[config.mk]
export PLATFORM = sky130hd
export DESIGN_NAME = rbcc_fifo
export DESIGN_NICKNAME = d
export VERILOG_FILES = /design/src/hw/rtl/rbcc_pkg.sv /design/src/hw/rtl/rbcc_fifo.sv
export SDC_FILE = /design/constraint.sdc
export NUM_CORES = 1
export LEC_CHECK = 0
export ABC_CLOCK_PERIOD_IN_PS = 13100
export BUFFER_PORTS_ARGS = -buffer_cell sky130_fd_sc_hd__buf_2
export CORE_MARGIN = 2
export CORE_UTILIZATION = 35
export CTS_BUF_LIST = sky130_fd_sc_hd__clkbuf_2 sky130_fd_sc_hd__clkbuf_4 sky130_fd_sc_hd__clkbuf_8
export CTS_CLUSTER_DIAMETER = 30
export DETAILED_ROUTE_END_ITERATION = 6
export GPL_TIMING_DRIVEN = 0
export PLACE_DENSITY = 0.59
export SYNTH_ARGS = -nofsm -noshare
export SYNTH_HDL_FRONTEND = slang
export SYNTH_SLANG_ARGS = --single-unit
[constraint.sdc]
create_clock -name clk -period 13.1 [get_ports clk]
set_input_delay 0.655 -clock clk [delete_from_list [all_inputs] [get_ports clk]]
set_output_delay 0.655 -clock clk [all_outputs]
set_load 0.05 [all_outputs]
[src/hw/rtl/rbcc_pkg.sv]
package rbcc_pkg;

  localparam int NUM_BOXES     = 3;
  localparam int ARENA_WIDTH   = 16384;
  localparam int ARENA_HEIGHT  = 8192;
  localparam int CORDIC_STEPS  = 15;
  localparam int CORDIC_X0     = 19899;
  localparam int NUM_RECTS     = NUM_BOXES + 1;
  localparam int NUM_PAIRS     = NUM_RECTS * 16;

  // coordinate, difference and product widths
  localparam int TW = 18;
  localparam int CW = 20;
  localparam int DW = 21;
  localparam int PW = 2 * DW;
  localparam int NW = PW + 1;

  // register indexes
  localparam logic [2:0] REG_OBST_EN  = 3'd0;
  localparam logic [2:0] REG_VEH_LEN  = 3'd1;
  localparam logic [2:0] REG_VEH_WID  = 3'd2;
  localparam logic [2:0] REG_BOX_WID  = 3'd3;
  localparam logic [2:0] REG_BOX_HGT  = 3'd4;
  localparam logic [2:0] REG_BOX0     = 3'd5;

  typedef struct packed {
    logic signed [TW-1:0] x;
    logic signed [TW-1:0] y;
    logic signed [TW-1:0] z;
    logic                 flip;
    logic signed [15:0]   px;
    logic signed [15:0]   py;
  } cst_t;

  typedef struct packed {
    logic signed [CW-1:0] x;
    logic signed [CW-1:0] y;
  } pt_t;

  typedef struct packed {
    pt_t a;
    pt_t b;
    pt_t c;
    pt_t d;
  } corners_t;

  function automatic logic signed [TW-1:0] atan_turn(int i);
    logic signed [TW-1:0] r;
    case (i)
      0:       r = 18'sd8192;
      1:       r = 18'sd4836;
      2:       r = 18'sd2555;
      3:       r = 18'sd1297;
      4:       r = 18'sd651;
      5:       r = 18'sd326;
      6:       r = 18'sd163;
      7:       r = 18'sd81;
      8:       r = 18'sd41;
      9:       r = 18'sd20;
      10:      r = 18'sd10;
      11:      r = 18'sd5;
      12:      r = 18'sd3;
      13:      r = 18'sd1;
      14:      r = 18'sd1;
      default: r = 18'sd0;
    endcase
    return r;
  endfunction

  function automatic cst_t cordic_step(cst_t s, int i);
    cst_t r;
    logic signed [TW-1:0] xs;
    logic signed [TW-1:0] ys;
    xs = s.x >>> i;
    ys = s.y >>> i;
    r  = s;
    if (!s.z[TW-1]) begin
      r.x = s.x - ys;
      r.y = s.y + xs;
      r.z = s.z - atan_turn(i);
    end else begin
      r.x = s.x + ys;
      r.y = s.y - xs;
      r.z = s.z + atan_turn(i);
    end
    return r;
  endfunction

  // round(ext * trig / 2^16), floor after adding half
  function automatic logic signed [TW-1:0] half_term(logic [12:0] ext,
                                                     logic signed [TW-1:0] trig);
    logic signed [33:0] p;
    p = 34'($signed({1'b0, ext})) * 34'(trig) + 34'sd32768;
    return p[33:16];
  endfunction

endpackage

[src/hw/rtl/rbcc_fifo.sv]
module rbcc_fifo (
  input  logic               clk,
  input  logic               rst,
  input  logic               push,
  input  rbcc_pkg::corners_t wdata,
  output logic               full,
  input  logic               pop,
  output logic               not_empty,
  output rbcc_pkg::corners_t rdata
);
  import rbcc_pkg::*;

  corners_t   mem [0:3];
  logic [1:0] wp, rp;
  logic [2:0] cnt;

  assign full      = (cnt == 3'd4);
  assign not_empty = (cnt != 3'd0);
  assign rdata     = mem[rp];

  always_ff @(posedge clk) begin
    if (push) mem[wp] <= wdata;
  end

  always_ff @(posedge clk) begin
    if (rst) begin
      wp  <= '0;
      rp  <= '0;
      cnt <= '0;
    end else begin
      if (push) wp <= wp + 2'd1;
      if (pop)  rp <= rp + 2'd1;
      cnt <= cnt + 3'(push) - 3'(pop);
    end
  end

endmodule

==> impl_metrics.tcl, run 1 <==
set metrics [dict create \
    status "finished clean" \
    overflow 0 \
    num_vias 11000 \
    antenna_found_initial 7 \
    ys_ff_latch 649 \
    setup_viol 0 \
    power_uw 5360 \
    hold_path_class "input pin to register" \
    clk_pin_slew_ps 60 \
    dp_hpwl_um 30100 \
    grt_max_degree 53 \
    tightest_slew_ps 820 \
    grt_pass1_vias 12100 \
    endpoint_kind "output pin" \
    layout_min_cycle_time_ps 3340 \
    rows 95 \
    rr_worst_depth 5 \
    worstHoldStart "wdata[134]" \
    cp-start-kind "register" \
    layout-drive-gt1-share_pct 51.5 \
    grt_use_total_pct 14.3 \
    areaGrowthSynthToFinish_pct 25.5 \
    io_buffers 325 \
    worst-path-max-fanout 10 \
    drv_slew 0 \
    leakage_uw 0.0100 \
    p_sw_uw 1380 \
    nets 1520 \
    cts_resized 0 \
    seqPwrFrac_pct 45.0 \
    finalHoldViolations 0 \
    power_density_nw_per_um2 182 \
    viasPerCell 4.74 \
    syn-num-nets 1049 \
    postCtsHoldBufs 0 \
    cts_buffer_depth 3 \
    synth_cells 878 \
    ant_nets 0 \
    dieArea_sq_um 69200 \
    start_util_pct 35.2 \
    period_share_pct 25.5 \
    worstSkewPairLatency_ps 750 \
    peakVddDrop_mv 0.120 \
    cts_buffers 132 \
    path_class "register to output pin" \
    gp_congestion 0.695 \
    synthDistinctLibCells 20 \
    worstPathRequired_ps 12440 \
    seq_area_frac_synth_pct 82.5 \
    fmax_ghz 0.300 \
    tritoncts "built" \
    intPower_uw 3980 \
    p_sw_share_pct 25.7 \
    reg2reg_from "wp[0]" \
    netlist_area_sq_um 23500 \
    drtIter0Drc 556 \
    first_pass_iters 6 \
    design_area_sq_um 29500 \
    dieHeight_um 263 \
    htree_levels 4 \
    slew_headroom_pct 45.3 \
    finalClockSkew_ps 31.0 \
    core_region_area_sq_um 66800 \
    yosysWarnings 0 \
    rsz0062_at_grt "no" \
    placed_area_sq_um 26600 \
    power_frac_comb_pct 12.8 \
    io_pins 326 \
    synth.avg_cell_area_sq_um 26.8 \
    min_path_cells 1 \
    wire_per_inst_um 21.0 \
    grt_pass1_wl_um 73300 \
    maxCapViolations 0 \
    setup_tns_ps 0 \
    post-cts-setup-buffer-count 0 \
    cts_root_buf "clkbuf_8" \
    clockPowerShare_pct 42.3 \
    clkSinkCount 649 \
    drc 0 \
    die_w_um 263 \
    cp_data_arrival_time_ps 2680 \
    drt-total-wl_um 48800 \
    r2r_slack_ps 10970 \
]
-- worst max-delay path, stage by stage, from the launching register on --
cell	delay, ps
dfxtp_1	300
buf_2	230
buf_2	420
buf_2	390
mux4_2	350
buf_2	240
-- cells in the final DEF (no fill, tap or decap), drive strengths merged, types with 4 or more instances in the layout --
cell type / Yosys / layout
mux4: 160 / 160
bufinv: 0 / 18
nor2: 5 / 5
clkinvlp: 0 / 15
edfxtp: 640 / 640
buf: 30 / 367
and2: 4 / 4
clkinv: 0 / 43
inv: 6 / 10
clkbuf: 6 / 162
dfxtp: 9 / 9
ha: 6 / 6
-- Yosys cell counts (all sizes together) --
cell type	number	area, sq um
mux4	160	3600
a21bo	1	10.0
and2	4	25.0
a21oi	1	5.00
fa	1	20.0
edfxtp	640	19200
inv	6	22.5
mux2i	1	10.0
nor2	5	18.8
xnor2	2	17.5
nand3b	1	7.51
nor2b	2	12.5
or3	1	6.26
and3	1	6.26
xor3	1	23.8
dfxtp	9	180
buf	30	219
clkbuf	6	22.5
ha	6	75.1
-- state kept, by name, indices dropped and copies added (netlist names), named ones only --
name,flops
mem,640
cnt,3
rp,2
wp,2
-- worst paths after layout --
path | endpoint
worst max-delay path | rdata[92]
worst min-delay path | mem[1][134]
worst max register to register | mem[0][143]
worst min register to register | register
-- cell families (layout without fill, tap and decap cells) --
group / Yosys count / after routing / share of synthesized area [%]
buffers and inverters: 42 / 615 / 1.12
DFF: 649 / 649 / 82.5
AOI/OAI and AO/OA: 2 / 2 / 0.0639
and+or+nand+nor: 14 / 14 / 0.325
other: 0 / 2 / 0
muxes: 161 / 161 / 15.4
adders and majority gates: 7 / 7 / 0.405
xor gates and xnor gates: 3 / 3 / 0.176
-- metrics by stage --
stage / setup WS, ps / cells / hold slack [ps] / utilization (%)
2_1_floorplan: 8260 / 878 / 492 / -
3_3_place_gp: 4670 / 2076 / 526 / 39.3
3_5_place_dp: 10430 / 2088 / 551 / 39.8
4_1_cts: 9590 / 2324 / 17.4 / 44.2
5_1_grt: 9560 / 2324 / 49.6 / 44.2
6_report: 9760 / 2326 / 119 / 44.2
-- layout make-up --
class / count / area, sq um
diodes: 2 / 5.00
plain buffers: 36 / 241
clock buffers: 156 / 2000
clock inverters: 80 / 933
fillers: 5717 / 37300
inverters: 6 / 22.5
multi-input cells: 187 / 3850
flip-flops and latches: 649 / 19400
well taps: 873 / 1090
repair buffers: 337 / 1960
-- power groups by stage --
stage | Sequential [uW] | Clock (uW) | Combinational, uW
3_5_place_dp | 2450 | 0 | 695
5_1_grt | 2410 | 2430 | 721
2_1_floorplan | 2460 | 0 | 491
6_report | 2410 | 2260 | 683
3_3_place_gp | 2480 | 0 | 675
4_1_cts | 2410 | 2330 | 697
-- per-layer routing --
| metal | vias to the layer above | routed length (um) | global-route usage, % |
|---|---|---|---|
| met2 | 328 | 24800 | 23.7 |
| met1 | 5792 | 18900 | 16.7 |
| met5 | - | 73 | 0 |
| met3 | 98 | 3930 | 5.81 |
| met4 | 12 | 1050 | 5.41 |
| li1 | 4799 | - | - |
(Power assumes the default switching activity.)
==> run 2, diff against run 1 <==
--- a/config.mk
+++ b/config.mk
@@ -5,7 +5,8 @@
 export SDC_FILE = /design/constraint.sdc
 export NUM_CORES = 1
 export LEC_CHECK = 0
-export ABC_CLOCK_PERIOD_IN_PS = 13100
+export ABC_AREA = 1
+export ABC_CLOCK_PERIOD_IN_PS = 2930
 export BUFFER_PORTS_ARGS = -buffer_cell sky130_fd_sc_hd__buf_2
 export CORE_MARGIN = 2
 export CORE_UTILIZATION = 35
@@ -13,7 +14,7 @@
 export CTS_CLUSTER_DIAMETER = 30
 export DETAILED_ROUTE_END_ITERATION = 6
 export GPL_TIMING_DRIVEN = 0
-export PLACE_DENSITY = 0.59
+export PLACE_DENSITY = 0.61
 export SYNTH_ARGS = -nofsm -noshare
 export SYNTH_HDL_FRONTEND = slang
 export SYNTH_SLANG_ARGS = --single-unit
==> constraint.sdc (replaced) <==
create_clock -name clk -period 2.93 [get_ports clk]
set_input_delay 0.1465 -clock clk [delete_from_list [all_inputs] [get_ports clk]]
set_output_delay 0.1465 -clock clk [all_outputs]
set_load 0.05 [all_outputs]
==> impl_metrics.tcl, run 2 <==
set metrics [dict create \
    cts_buffers 135 \
    io_buffers 325 \
    endpoint_kind "output pin" \
    setup_tns_ps 0 \
    cp-start-kind "register" \
    wl_met1_um 26400 \
    slew_headroom_pct 55.0 \
    areaGrowthSynthToFinish_pct 30.1 \
    overflow 0 \
    cp-endpoint "rdata[32]" \
    layout_min_cycle_time_ps 2720 \
    io_pins 326 \
    place_ws_ps 617 \
    fmax_ghz 0.368 \
    synth_cells 1923 \
    worst_slack_ps 211 \
    grt_max_degree 34 \
    status "finished clean" \
    setup_viol 0 \
    finalClockSkew_ps 21.0 \
    final_cell_mix "640 x edfxtp_1, 409 x buf_2, 330 x inv_1, 324 x nand2_1, 166 x a21oi_1" \
    num_vias 17200 \
    core_region_area_sq_um 71900 \
    synthDistinctLibCells 16 \
    largest_register_ffs 640 \
    cp_data_arrival_time_ps 2570 \
    fin_util_pct 46.2 \
    cts_buffer_depth 3 \
    rr_worst_depth 7 \
    synth_top_area_share_pct 75.3 \
    worstPathRequired_ps 2780 \
    rows 98 \
    leakage_uw 0.0131 \
    layout-drive-gt1-share_pct 25.5 \
    synth_top_cells_by_count "640 x edfxtp_1, 336 x inv_1, 328 x nand2_1" \
    rsz0062_at_grt "no" \
    tightest_slew_ps 673 \
    yosysWarnings 0 \
    maxCapViolations 0 \
    ant_nets 0 \
    start_util_pct 35.5 \
    dieArea_sq_um 75100 \
    grt_pass1_wl_um 99200 \
    cts_root_buf "clkbuf_8" \
    first_pass_iters 7 \
    clk_pin_slew_ps 60 \
    antenna_found_initial 5 \
    top_regs "mem: 640 flops, cnt: 3 flops" \
    synthArstFlopShare_pct 0 \
    syn-num-nets 2094 \
    rr_endpoint "mem[1][132]" \
    die_w_um 274 \
    wl_met3_um 5500 \
    path_class "register to output pin" \
    synth.avg_cell_area_sq_um 13.3 \
    netlist_area_sq_um 25500 \
    clkSinkCount 649 \
    gp_congestion 0.760 \
    peakVddDrop_mv 0.469 \
    tritoncts "built" \
    r2r_slack_ps 600 \
    ys_ff_latch 649 \
    placed_area_sq_um 28800 \
    grt_use_total_pct 17.6 \
    worstSkewPairLatency_ps 770 \
    yosys-top-cells-area "edfxtp_1 75%, inv_1 4.9%, nand2_1 4.8%" \
    regMostFlops "mem" \
    grt_pass1_vias 17700 \
    hold_path_class "input pin to register" \
    power_density_nw_per_um2 711 \
    reg2reg_from "wp[1]" \
    dieHeight_um 274 \
    ys.flop_type "edfxtp_1" \
    layout_commonest_cell "edfxtp_1" \
    worst-path-max-fanout 10 \
    drc 0 \
    synth_edf_count 640 \
    drv_slew 0 \
    finalHoldViolations 0 \
    yosysTopAreaCell "edfxtp_1" \
    htree_levels 4 \
    viasPerCell 4.75 \
    power_uw 23600 \
    wire_per_inst_um 18.6 \
    top_layer_used "met5" \
    seq_area_frac_synth_pct 76.0 \
    wl_met2_um 33800 \
    drtIter0Drc 1307 \
    design_area_sq_um 33200 \
    dp_hpwl_um 42100 \
    drt-total-wl_um 67600 \
    period_share_pct 92.8 \
    synth_most_common_cell "edfxtp_1" \
    nets 2741 \
]
run 2: how the worst min path moves through the flow:
stage | start | end | depth (start not counted)
floorplan | rst | cnt[0] | 1
global route | wdata[19] | mem[0][19] | 2
CTS | rst | cnt[0] | 3
detailed placement | rst | cnt[1] | 2
finish | rst | cnt[0] | 3
global placement | rst | cnt[1] | 2
run 2: critical path, stage by stage, from the launching register on:
cell      delay [ps]
dfxtp_1          310
buf_2            170
buf_2            420
buf_2            340
o211ai_1         130
nand2_1          120
buf_2            300
run 2: per-layer routing:
layer | vias up | GRT usage (%)
met4 | 6 | 6.95
li1 | 8072 | -
met1 | 8421 | 20.6
met3 | 127 | 5.87
met5 | - | 0
met2 | 617 | 29.7
run 2: layout make-up:
type                    count  area (sq um)
diodes                      2          5.00
plain buffers             107           649
clock buffers             169          2130
clock inverters            74           628
fillers                  6336         38700
inverters                 336          1280
multi-input cells         831          4220
flip-flops and latches    649         19400
well taps                 950          1190
repair buffers            510          3680
run 2: metrics by stage:
stage / cells / hold slack, ps
after floorplan: 1923 / 218
after global placement: 3198 / 336
after detailed placement: 3218 / 346
after CTS: 3626 / 33.2
after global routing: 3627 / 70.7
final: 3628 / 131
run 2: what timing repair did:
item                       CTS  global route
gates resized for setup      0             2
hold buffers               165             0
hold endpoints to repair   649             0
setup endpoints to repair    0             4
buffers inserted             0             0
run 2: cell families (layout without fill, tap and decap cells):
family,count (synthesis),count (layout),synth area share (%)
AO/OA/AOI/OAI,490,490,11.2
adder cells (fa/ha/maj),7,7,0.373
buffers and inverters,443,1196,7.47
flip-flops,649,649,76.0
other,0,2,0
AND/OR/NAND/NOR,334,334,4.92
run 2: power breakdown:
| part | leakage, uW | total, uW | internal [uW] | switching, uW |
|---|---|---|---|---|
| Combinational | 0.00578 | 3380 | 869 | 2510 |
| Clock | 0.00141 | 9500 | 5530 | 3960 |
| Sequential | 0.00595 | 10700 | 10600 | 84.3 |
| Total | 0.0131 | 23600 | 17000 | 6560 |
